[src/rtl/core/sibs_pkg.sv]
package sibs_pkg;

    // Fixed field widths of the item and register formats.
    localparam int ID_W      = 32;
    localparam int SEL_W     = 2;
    localparam int SLOT_W    = 10;
    localparam int COUNT_W   = 11;
    localparam int NUM_TABLE = 4;

    // Command codes carried in the cmd field.
    localparam logic CMD_WRITE  = 1'b0;
    localparam logic CMD_LOOKUP = 1'b1;

    // Input beat: one write or one lookup.
    typedef struct packed {
        logic                     cmd;
        logic [SEL_W-1:0]         table_sel;
        logic [SLOT_W-1:0]        entry_index;
        logic signed [ID_W-1:0]   id_value;
    } t_in_beat;

    // Output beat: one lookup result.
    typedef struct packed {
        logic                     found;
        logic [SLOT_W-1:0]        match_index;
    } t_out_beat;

    // Search sequencer states.
    typedef enum logic [1:0] {
        ST_IDLE,
        ST_PROBE,
        ST_HOLD
    } t_state;

    // Write strobe toward the table memory.
    typedef struct packed {
        logic                     we;
        logic [SEL_W-1:0]         sel;
        logic [31:0]              slot;
        logic [ID_W-1:0]          data;
    } t_wr_req;

endpackage

[src/rtl/core/sibs_regs.sv]
module sibs_regs #(
    parameter int TABLE_DEPTH = 1024
) (
    input  logic                                  i_clk,
    input  logic                                  i_rst_n,
    input  logic                                  psel,
    input  logic                                  penable,
    input  logic                                  pwrite,
    input  logic [3:0]                            paddr,
    input  logic [31:0]                           pwdata,
    output logic [31:0]                           prdata,
    input  logic [sibs_pkg::SEL_W-1:0]            i_sel,
    output logic [$clog2(TABLE_DEPTH+1)-1:0]      o_count
);

    localparam int CW = $clog2(TABLE_DEPTH + 1);
    localparam int EW = (CW > sibs_pkg::COUNT_W) ? CW + 1 : sibs_pkg::COUNT_W + 1;

    logic [sibs_pkg::COUNT_W-1:0] r_count [sibs_pkg::NUM_TABLE];
    logic [sibs_pkg::SEL_W-1:0]   reg_idx;
    logic [EW-1:0]                count_ext;

    assign reg_idx = paddr[3:2];

    // Count registers, written on the access phase of an APB write.
    always_ff @(posedge i_clk) begin
        if (!i_rst_n) begin
            for (int i = 0; i < sibs_pkg::NUM_TABLE; i++) begin
                r_count[i] <= '0;
            end
        end else if (psel && penable && pwrite) begin
            r_count[reg_idx] <= pwdata[sibs_pkg::COUNT_W-1:0];
        end
    end

    assign prdata = 32'(r_count[reg_idx]);

    // Count of the selected table, saturated at the table depth.
    always_comb begin
        count_ext = EW'(r_count[i_sel]);
        if (count_ext > EW'(TABLE_DEPTH)) begin
            o_count = CW'(TABLE_DEPTH);
        end else begin
            o_count = CW'(count_ext);
        end
    end

endmodule

[config.mk]
export PLATFORM = sky130hd
export DESIGN_NAME = sibs_regs
export DESIGN_NICKNAME = d
export VERILOG_FILES = /design/src/rtl/core/sibs_pkg.sv /design/src/rtl/core/sibs_regs.sv
export SDC_FILE = /design/constraint.sdc
export NUM_CORES = 1
export LEC_CHECK = 0
export ABC_AREA = 0
export BUFFER_PORTS_ARGS = -buffer_cell sky130_fd_sc_hd__buf_2
export CAP_MARGIN = 20
export CORE_ASPECT_RATIO = 0.5
export CORE_UTILIZATION = 30
export CTS_BUF_LIST = sky130_fd_sc_hd__clkbuf_4 sky130_fd_sc_hd__clkbuf_8
export CTS_CLUSTER_SIZE = 25
export DETAILED_ROUTE_END_ITERATION = 16
export GPL_ROUTABILITY_DRIVEN = 0
export GPL_TIMING_DRIVEN = 0
export PLACE_DENSITY = 0.52
export SYNTH_ARGS = -nofsm -noshare
export SYNTH_HDL_FRONTEND = slang
export SYNTH_SLANG_ARGS = --single-unit
[constraint.sdc]
create_clock -name i_clk -period 4.4 [get_ports i_clk]
set_clock_uncertainty 0.15 [all_clocks]
set_input_delay 0.66 -clock i_clk [delete_from_list [all_inputs] [get_ports i_clk]]
set_output_delay 0.66 -clock i_clk [all_outputs]
set_load 0.02 [all_outputs]
==> run summary <==
status -> finished clean
fraction of layout cells with a size suffix above 1 -> 0.457
type of the most critical hold path -> input port to flip-flop
ys flop type -> edfxtp_1
Synth Area in Simple Gates -> 0.153
layout net count -> 290
Num CTS Buffers -> 5
Slew Viols, Final -> 0
root buffer cell -> clkbuf_8
Comb pwr share -> 0.226
H-tree depth -> 2
Initial Util -> 0.312
Crit Path Class -> input port to primary output
Post-Syn Instances -> 177
Antenna Nets Post-Route -> 0
Wirelength per Cell -> 16.6 um
register area share after synthesis -> 0.525
Ports -> 86
Post-DP HPWL -> 4260 um
Leak -> 1.20 nW
die height -> 66.7 um
Post CTS Setup Buffer Count -> 0
RSZ-0062 raised after global routing -> no
number of library cell types mapped by synthesis -> 19
arrival time at the worst endpoint -> 1.85 ns
vias in the first global route -> 1716
multiplexer share of the synthesized area -> 0.197
sequential power share -> 0.517
clock power share -> 0.257
crit-path max FO -> 10
Ys Warns -> 0
main combinational cell family by area after synthesis -> multiplexers
Clock Sinks -> 44
Pwr per Cell Area -> 315 nW/um2
CP Capture Type -> primary output
ant diodes -> 0
Sequential Area -> 1320 um2
design area -> 3060 um2
Core ar. -> 8060 um2
DRT iter0 DRCs -> 74
Area growth, synth to finish -> 21.5%
Synth Cell Area -> 2510 um2
most numerous cell in the Yosys netlist -> edfxtp_1
global route hottest layer -> met2
final period utilization -> 0.604
maximum clock frequency -> 376 MHz
Synth Area in Compound Gates -> 0.00896
Die W -> 131 um
CTS max path bufs -> 2
Clock Pin Slew Worst Setup and Hold Paths -> 0.08 ns
crit path launch type -> input port
first-pass GRT wire length -> 9170 um
Yosys top cell area share -> 0.525
initial antenna violation count -> 0
max reg flops -> 44
TritonCTS clock tree -> done
relative slew slack -> 0.584
syn_area_per_cell -> 14.2 um2
Vias -> 1668
Worst VDD drop -> 101 uV
fraction of power spent switching nets -> 0.278
top flop regs -> r_count (44)
Async S/R FF share, synth -> 0
met1 usage -> 0.169
Detailed Routing Iterations Pass 1 -> 5
# fillers -> 789
count of final setup violators -> 0
max-cap viol count -> 0
Post-synth EDFFs -> 44
Worst Tran Pin Value -> 0.624 ns
#FFs+latches synth -> 44
Final min period -> 2.66 ns
met3 Track Usage GR -> 0.0297
Worst Path Required -> 3.59 ns
cts repair resizes -> 0
top cells by count, synth -> edfxtp_1 (44), buf_4 (22), mux4_2 (22), nor3_1 (22)
grt total ovfl -> 0
met2 Use GR -> 0.268
area leader, netlist -> edfxtp_1
Post-Synth XOR/XNOR Area -> 0
dpl cell area -> 2980 um2
Post-route DRC -> 0
Hold Buf Count CTS -> 0
Cell Rows -> 23
area of the multi-input gates -> 986 um2
Hold Violations, Final -> 0
setup tns final -> 0 ns
Final Util -> 0.379
Psw -> 0.268 mW
vias per std cell -> 4.65
Pint -> 0.696 mW
Synth area leaders -> edfxtp_1 (53%), mux4_2 (20%), buf_4 (6.6%)
total global-route track usage -> 0.144
Hold Path Depth -> 3
largest net degree at the start of global routing -> 13
area share of fa/ha/maj cells after synthesis -> 0
number of port buffers -> 39
final WL -> 5950 um
largest register by flop count -> r_count
die area -> 8780 um2
==> cells by family after synthesis <==
| kind of cell | Yosys count |
|---|---|
| and+or+nand+nor | 59 |
| buffers and inverters | 47 |
| DFF | 44 |
| muxes | 22 |
| AOI/OAI and AO/OA | 4 |
| other | 1 |
==> worst paths after layout <==
kind	from	to	slack [ns]
worst max-delay path	paddr[2]	prdata[9]	1.74
worst min-delay path	pwdata[5]	r_count[3][5]$_DFFE_PP_	0.55
==> worst max-delay path, stage by stage <==
cell and delay, ns:
buf_2 0.25, buf_6 0.23, mux4_2 0.53, buf_2 0.18
==> power groups by stage <==
stage,Sequential (mW),Clock [mW],Combinational [mW]
6_report,0.498,0.248,0.218
5_1_grt,0.501,0.265,0.232
4_1_cts,0.498,0.250,0.219
3_5_place_dp,0.507,0,0.219
3_3_place_gp,0.506,0,0.211
2_1_floorplan,0.503,0,0.159
==> per-layer routing <==
metal  vias to the layer above  routed length, um
met5                         -                  0
met4                         0                 72
met3                         8                295
met2                        53               3120
met1                       836               2460
li1                        771                  -
==> per-stage QoR <==
step | std cells | total power, mW | setup slack (ns) | hold slack, ns
CTS | 359 | 0.967 | 1.74 | 0.550
detailed placement | 352 | 0.726 | 1.74 | 0.859
global route | 359 | 0.997 | 1.68 | 0.565
global placement | 348 | 0.717 | 0.867 | 0.855
finish | 359 | 0.963 | 1.74 | 0.553
floorplan | 197 | 0.662 | 1.75 | 0.753
==> layout make-up <==
class | instances | share of cell area
flip-flops and latches | 44 | 0.432
multi-input cells | 106 | 0.323
plain buffers | 36 | 0.0806
repair buffers | 43 | 0.0786
well taps | 112 | 0.0458
clock buffers | 6 | 0.0250
inverters | 11 | 0.0135
clock inverters | 1 | 0.00164
==> layout by cell type (no fill, tap or decap) <==
cell type / count
nand3_1: 1
buf_4: 22
nand2_1: 1
o31ai_2: 1
conb_1: 21
inv_1: 11
mux4_2: 22
clkbuf_1: 6
nor2b_4: 9
nand2b_1: 2
clkbuf_8: 5
nor2_1: 11
clkinv_2: 1
nor2b_1: 1
nor4_1: 11
buf_2: 44
edfxtp_1: 44
buf_6: 7
nor3_1: 22
nand4_2: 1
o21ai_1: 3
clkbuf_4: 1
No activity file was read; power rests on OpenSTA's default activity.
