<file path="config.mk">
export PLATFORM = sky130hd
export DESIGN_NAME = sibs_search
export DESIGN_NICKNAME = d
export VERILOG_FILES = /design/src/rtl/core/sibs_pkg.sv /design/src/rtl/core/sibs_search.sv
export SDC_FILE = /design/constraint.sdc
export NUM_CORES = 1
export LEC_CHECK = 0
export ABC_AREA = 1
export BUFFER_PORTS_ARGS = -buffer_cell sky130_fd_sc_hd__buf_4
export CAP_MARGIN = 10
export CORE_AREA = 2 2 120 122
export CTS_CLUSTER_DIAMETER = 200
export CTS_CLUSTER_SIZE = 30
export DETAILED_ROUTE_END_ITERATION = 8
export DIE_AREA = 0 0 122 124
export HOLD_SLACK_MARGIN = 0.05
export PLACE_DENSITY = 0.78
export SETUP_SLACK_MARGIN = 0.3
export SYNTH_ARGS = -nofsm -noshare
export SYNTH_HDL_FRONTEND = slang
export SYNTH_SLANG_ARGS = --single-unit
</file>
<file path="constraint.sdc">
create_clock -name i_clk -period 3.65 [get_ports i_clk]
set_clock_uncertainty 0.1 [all_clocks]
set_input_delay 0 -clock i_clk [delete_from_list [all_inputs] [get_ports i_clk]]
set_output_delay 0 -clock i_clk [all_outputs]
set_load 0.005 [all_outputs]
</file>
<file path="src/rtl/core/sibs_pkg.sv">
package sibs_pkg;

    // Fixed field widths of the item and register formats.
    localparam int ID_W      = 32;
    localparam int SEL_W     = 2;
    localparam int SLOT_W    = 10;
    localparam int COUNT_W   = 11;
    localparam int NUM_TABLE = 4;

    // Command codes carried in the cmd field.
    localparam logic CMD_WRITE  = 1'b0;
    localparam logic CMD_LOOKUP = 1'b1;

    // Input beat: one write or one lookup.
    typedef struct packed {
        logic                     cmd;
        logic [SEL_W-1:0]         table_sel;
        logic [SLOT_W-1:0]        entry_index;
        logic signed [ID_W-1:0]   id_value;
    } t_in_beat;

    // Output beat: one lookup result.
    typedef struct packed {
        logic                     found;
        logic [SLOT_W-1:0]        match_index;
    } t_out_beat;

    // Search sequencer states.
    typedef enum logic [1:0] {
        ST_IDLE,
        ST_PROBE,
        ST_HOLD
    } t_state;

    // Write strobe toward the table memory.
    typedef struct packed {
        logic                     we;
        logic [SEL_W-1:0]         sel;
        logic [31:0]              slot;
        logic [ID_W-1:0]          data;
    } t_wr_req;

endpackage

</file>
<file path="src/rtl/core/sibs_search.sv">
module sibs_search #(
    parameter int TABLE_DEPTH = 1024
) (
    input  logic                                        i_clk,
    input  logic                                        i_rst_n,
    input  logic                                        i_in_valid,
    output logic                                        o_in_stall,
    input  sibs_pkg::t_in_beat                          i_in_beat,
    output logic                                        o_out_valid,
    input  logic                                        i_out_stall,
    output sibs_pkg::t_out_beat                         o_out_beat,
    input  logic [$clog2(TABLE_DEPTH+1)-1:0]            i_count,
    output sibs_pkg::t_wr_req                           o_wr,
    output logic [sibs_pkg::SEL_W+$clog2(TABLE_DEPTH)-1:0] o_raddr,
    input  logic [sibs_pkg::ID_W-1:0]                   i_rdata
);

    localparam int CW = $clog2(TABLE_DEPTH + 1);
    localparam int IW = $clog2(TABLE_DEPTH);

    sibs_pkg::t_state              r_state, n_state;
    logic [CW-1:0]                 r_low, n_low;
    logic [CW-1:0]                 r_hi, n_hi;
    logic [IW-1:0]                 r_mid, n_mid;
    logic signed [sibs_pkg::ID_W-1:0] r_key, n_key;
    logic [sibs_pkg::SEL_W-1:0]    r_sel, n_sel;
    sibs_pkg::t_out_beat           r_res, n_res;
    logic                          r_out_valid, n_out_valid;
    sibs_pkg::t_out_beat           r_out_beat, n_out_beat;

    logic                          accept;
    logic                          done;
    sibs_pkg::t_out_beat           res;
    logic signed [sibs_pkg::ID_W-1:0] probe;
    logic                          hit;
    logic                          less;
    logic [CW-1:0]                 low2;
    logic [CW-1:0]                 hi2;
    logic [31:0]                   mid_wide;

    // Midpoint of the half-open window [low, hi), i.e. floor((low + hi - 1) / 2).
    function automatic logic [IW-1:0] mid_of(input logic [CW-1:0] low,
                                             input logic [CW-1:0] hi);
        logic [CW:0] sum;
        sum = (CW+1)'(low) + (CW+1)'(hi) - (CW+1)'(1);
        return IW'(sum >> 1);
    endfunction

    assign accept     = i_in_valid && (r_state == sibs_pkg::ST_IDLE);
    assign o_in_stall = (r_state != sibs_pkg::ST_IDLE);

    // Table write from a write beat; slots past the depth are dropped.
    always_comb begin
        o_wr.we   = accept && (i_in_beat.cmd == sibs_pkg::CMD_WRITE)
                    && (32'(i_in_beat.entry_index) < 32'(TABLE_DEPTH));
        o_wr.sel  = i_in_beat.table_sel;
        o_wr.slot = 32'(i_in_beat.entry_index);
        o_wr.data = i_in_beat.id_value;
    end

    // Probe compare on the entry read in the previous cycle.
    assign probe    = $signed(i_rdata);
    assign hit      = (probe == r_key);
    assign less     = (probe < r_key);
    assign low2     = less ? CW'(r_mid) + CW'(1) : r_low;
    assign hi2      = less ? r_hi : CW'(r_mid);
    assign mid_wide = 32'(r_mid);

    // Sequencer: start, one probe a cycle, then hand the result to the output register.
    always_comb begin
        n_state     = r_state;
        n_low       = r_low;
        n_hi        = r_hi;
        n_mid       = r_mid;
        n_key       = r_key;
        n_sel       = r_sel;
        n_res       = r_res;
        done        = 1'b0;
        res         = r_res;
        o_raddr     = {r_sel, r_mid};
        n_out_valid = r_out_valid && i_out_stall;
        n_out_beat  = r_out_beat;

        case (r_state)
            sibs_pkg::ST_IDLE: begin
                n_mid   = mid_of('0, i_count);
                o_raddr = {i_in_beat.table_sel, n_mid};
                if (accept && (i_in_beat.cmd == sibs_pkg::CMD_LOOKUP)) begin
                    n_low = '0;
                    n_hi  = i_count;
                    n_key = i_in_beat.id_value;
                    n_sel = i_in_beat.table_sel;
                    if (i_count == '0) begin
                        done = 1'b0;
                        res  = '{found: 1'b0, match_index: '0};
                        done = 1'b1;
                    end else begin
                        n_state = sibs_pkg::ST_PROBE;
                    end
                end
            end
            sibs_pkg::ST_PROBE: begin
                n_low   = low2;
                n_hi    = hi2;
                n_mid   = mid_of(low2, hi2);
                o_raddr = {r_sel, n_mid};
                if (hit) begin
                    res  = '{found: 1'b1, match_index: mid_wide[sibs_pkg::SLOT_W-1:0]};
                    done = 1'b1;
                end else if (low2 >= hi2) begin
                    res  = '{found: 1'b0, match_index: '0};
                    done = 1'b1;
                end
            end
            sibs_pkg::ST_HOLD: begin
                if (!i_out_stall) begin
                    n_out_valid = 1'b1;
                    n_out_beat  = r_res;
                    n_state     = sibs_pkg::ST_IDLE;
                end
            end
            default: begin
                n_state = sibs_pkg::ST_IDLE;
            end
        endcase

        // A finished search goes out now if the output register is free, else it waits.
        if (done) begin
            if (!r_out_valid || !i_out_stall) begin
                n_out_valid = 1'b1;
                n_out_beat  = res;
                n_state     = sibs_pkg::ST_IDLE;
            end else begin
                n_res   = res;
                n_state = sibs_pkg::ST_HOLD;
            end
        end
    end

    // Control state.
    always_ff @(posedge i_clk) begin
        if (!i_rst_n) begin
            r_state     <= sibs_pkg::ST_IDLE;
            r_out_valid <= 1'b0;
        end else begin
            r_state     <= n_state;
            r_out_valid <= n_out_valid;
        end
    end

    // Search window and result payload.
    always_ff @(posedge i_clk) begin
        r_low      <= n_low;
        r_hi       <= n_hi;
        r_mid      <= n_mid;
        r_key      <= n_key;
        r_sel      <= n_sel;
        r_res      <= n_res;
        r_out_beat <= n_out_beat;
    end

    assign o_out_valid = r_out_valid;
    assign o_out_beat  = r_out_beat;

endmodule

</file>
==> impl_metrics.json <==
{
  "drc": 0,
  "root_buffer": "clkbuf_16",
  "diodes": 0,
  "ioPinCount": 184,
  "wire_per_inst_um": 17.8,
  "clk_pin_slew_ns": 0.06,
  "grt_overflow": 0,
  "holdPathStages": 3,
  "violations": "setup timing",
  "period_share": 1.19,
  "p_int_w": 0.00362,
  "ant_nets": 0,
  "path_depth": 25,
  "r2r_slack_ns": -0.61,
  "hold_end": "o_wr[66]",
  "crit_family": "compound AO/OA/AOI/OAI gates",
  "port_buffers": 141,
  "synth_area_leaders": "edfxtp_1 (35%), ha_1 (11%), nand2_1 (10%)",
  "vdd_drop_max_uv": 353,
  "placed_cells": 1155,
  "yosysSeqAreaShare": 0.389,
  "dieArea_um2": 15100,
  "worst_skew_pair.late_latency_ns": 0.35,
  "yosysMostFrequentCell": "nand2_1",
  "synth_flop_cell": "edfxtp_1",
  "cp_slowest_cell": "edfxtp_1",
  "dieHeight_um": 124,
  "worstSetupPathType": "flip-flop to primary output",
  "cp_data_required_time_ns": 3.55,
  "crit_top_cell": "nand2_4",
  "comb_power_share": 0.572,
  "finalHoldViolations": 0,
  "status": "complete, but fails checks",
  "drt_iter0_drc": 770,
  "cts_tree": "yes",
  "p_sw_w": 0.00221,
  "async_reset_ff_frac": 0,
  "rr_worst_depth": 27,
  "drive_above_1_share": 0.406,
  "worstReg2RegStart": "r_key[11]",
  "nets": 1242,
  "holdCritPathClass": "input pin to primary output",
  "die_w_um": 122,
  "synthTopCellsByCount": "nand2_1 (179), inv_1 (138), edfxtp_1 (77)",
  "grt_first_pass_wirelength_um": 31700,
  "switching_share": 0.379,
  "synth_area_um2": 6670,
  "setup_viol": 53,
  "dr_total_vias": 6773,
  "core_area_um2": 13700,
  "initial_core_util": 0.486,
  "final_cells": 1273,
  "p_per_area_nw_per_um2": 567,
  "grt_pass1_vias": 6485,
  "worstMarginPinSlew_ns": 1.09,
  "achievable-frequency_ghz": 0.230,
  "reg2reg_to": "r_res[5]",
  "area_delta_synth_final_pct": 54.3,
  "clock_sinks": 91,
  "max_cap_viol_count": 0,
  "period_needed_ns": 4.35,
  "holdWs_ns": 0.150,
  "hpwl_um": 12600,
  "rows": 43,
  "synth_top_area_share": 0.347,
  "design_area_um2": 10300,
  "crit_path_end_kind": "primary output",
  "synthesis.area_per_instance_um2": 8.02,
  "dr.pass1.iters": 5,
  "slowest_delay_ns": 0.38,
  "grtUsageTotal": 0.270,
  "clockBufferDepth": 2,
  "synth_edf_count": 77,
  "cp.arrival_ns": 4.25,
  "ys_warn_count": 0,
  "yosysTopAreaCell": "edfxtp_1",
  "p_seq_frac": 0.237,
  "slew_violations": 0,
  "total_power_w": 0.00583,
  "rsz0062_at_grt": "yes",
  "grt_max_degree": 46,
  "max_slew_margin": 0.269,
  "post_dp_cell_area_um2": 8120,
  "syn_inst": 831,
  "cts_max_level": 3,
  "hold_start": "i_in_beat[44]",
  "cts-buffers-inserted": 9,
  "gp_congestion": 0.895,
  "final_util": 0.750,
  "routed_wl_um": 22700,
  "layout_setup_ws_ns": -0.702,
  "crit_buf_inv": 6,
  "avgViaCountPerCell": 5.32,
  "leakage_nw": 4.94,
  "ys_types": 43,
  "start_kind": "flip-flop",
  "ys_seq_elements": 91,
  "antenna_found_initial": 0,
  "power.share.clock": 0.191,
  "path_max_fanout": 8
}
## metal layers
layer,vias to the layer above,part of all wire,GRT usage
met5,-,0,0
met4,0,0.036,0.111
met3,78,0.065,0.0412
met2,354,0.52,0.484
met1,3199,0.38,0.324
li1,3142,-,-
## layout make-up
class	instances	area (um^2)
Clock buffer	13	314
Tap cell	180	225
Clock inverter	3	45.0
Fill cell	830	3430
Sequential cell	91	2590
Inverter	144	548
Timing Repair inverter	1	6.26
Multi-Input combinational cell	535	3930
Timing Repair Buffer	306	2630
## timing repair
item,CTS,global route
setup buffers,30,10
cloned,5,0
pin swaps,51,59
endpoints found under the setup margin,54,55
gates resized for setup,128,80
hold buffers,57,0
endpoints found under the hold margin,66,0
## power groups by stage
stage               Combinational, W  Clock (W)  Sequential (W)
floorplan                    0.00131          0         0.00138
global placement             0.00207          0         0.00139
detailed placement           0.00210          0         0.00139
CTS                          0.00268    0.00110         0.00137
global route                 0.00354    0.00116         0.00139
finish                       0.00333    0.00112         0.00138
## kinds of logic after synthesis
group	Yosys count	share of synthesized area
and+or+nand+nor	308	0.202
buffers and inverters	227	0.168
AOI/OAI and AO/OA	126	0.101
DFF	91	0.389
adders and majority gates	62	0.118
xor gates and xnor gates	15	0.0197
other	1	0.000563
muxes	1	0.00169
## cells in the final DEF, fill, tap and decap left out, types with 4 or more instances in the layout
| cell | count |
|---|---|
| buf_4 | 219 |
| nand2_1 | 141 |
| inv_1 | 115 |
| edfxtp_1 | 77 |
| dlygate4sd3_1 | 57 |
| o21ai_0 | 45 |
| nor2_1 | 36 |
| ha_1 | 33 |
| nand2_2 | 30 |
| nand3_1 | 27 |
| ha_4 | 25 |
| inv_2 | 23 |
| buf_6 | 23 |
| conb_1 | 22 |
| o21ai_1 | 19 |
| a21oi_1 | 17 |
| o21ai_2 | 14 |
| nand2_4 | 14 |
| dfxtp_1 | 14 |
| nand4_1 | 13 |
| nand3_2 | 12 |
| clkbuf_16 | 12 |
| a21oi_2 | 11 |
| xor2_1 | 10 |
| nor2_4 | 7 |
| or2_2 | 6 |
| o21ai_4 | 5 |
| nor3_1 | 4 |
| nand3_4 | 4 |
| xnor2_1 | 4 |
| nor2_2 | 4 |
| clkinv_1 | 4 |
## sequential cells by signal (all words and copies together) (netlist names)
name and count:
r_mid 10, r_res 11, o_out_valid 1, o_out_beat 11, r_low 11, r_key 32, r_state 2, r_hi 11
r_sel 2
## worst register-to-register path: stages (launching register included)
cell      delay (ns)
edfxtp_1        0.38
inv_1           0.08
ha_1            0.26
a21oi_1         0.22
nand2_1         0.08
a21oi_1         0.18
nand2_2         0.10
nand2_4         0.11
nand2_4         0.06
nand2_4         0.10
nand2_8         0.08
buf_8           0.15
buf_12          0.14
buf_12          0.14
buf_6           0.12
o21ai_4         0.18
ha_4            0.24
buf_6           0.12
nor2_4          0.07
nand2_2         0.08
nor3_4          0.12
nand3_2         0.11
nor2_4          0.18
nor2_4          0.08
nand4_4         0.12
buf_6           0.14
nand3_4         0.11
inv_6           0.12
## worst max path at each step
| stage | end | slack (ns) | from |
|---|---|---|---|
| 5_1_grt | o_raddr[6] | -0.83 | r_key[11] |
| 3_3_place_gp | o_raddr[6] | -0.19 | r_key[27] |
| 4_1_cts | o_raddr[6] | -0.51 | r_key[18] |
| 2_1_floorplan | r_mid[7] | 0.03 | r_key[31] |
| 3_5_place_dp | o_raddr[6] | -0.25 | r_key[5] |
| 6_report | o_raddr[9] | -0.70 | r_key[11] |
## metrics by stage
stage / setup slack, ns / TNS (ns)
6_report: -0.702 / -26.58
5_1_grt: -0.827 / -35.19
4_1_cts: -0.511 / -13.52
3_5_place_dp: -0.253 / -6.07
3_3_place_gp: -0.191 / -3.19
2_1_floorplan: 0.0297 / 0
No activity file was read; power rests on OpenSTA's default activity.
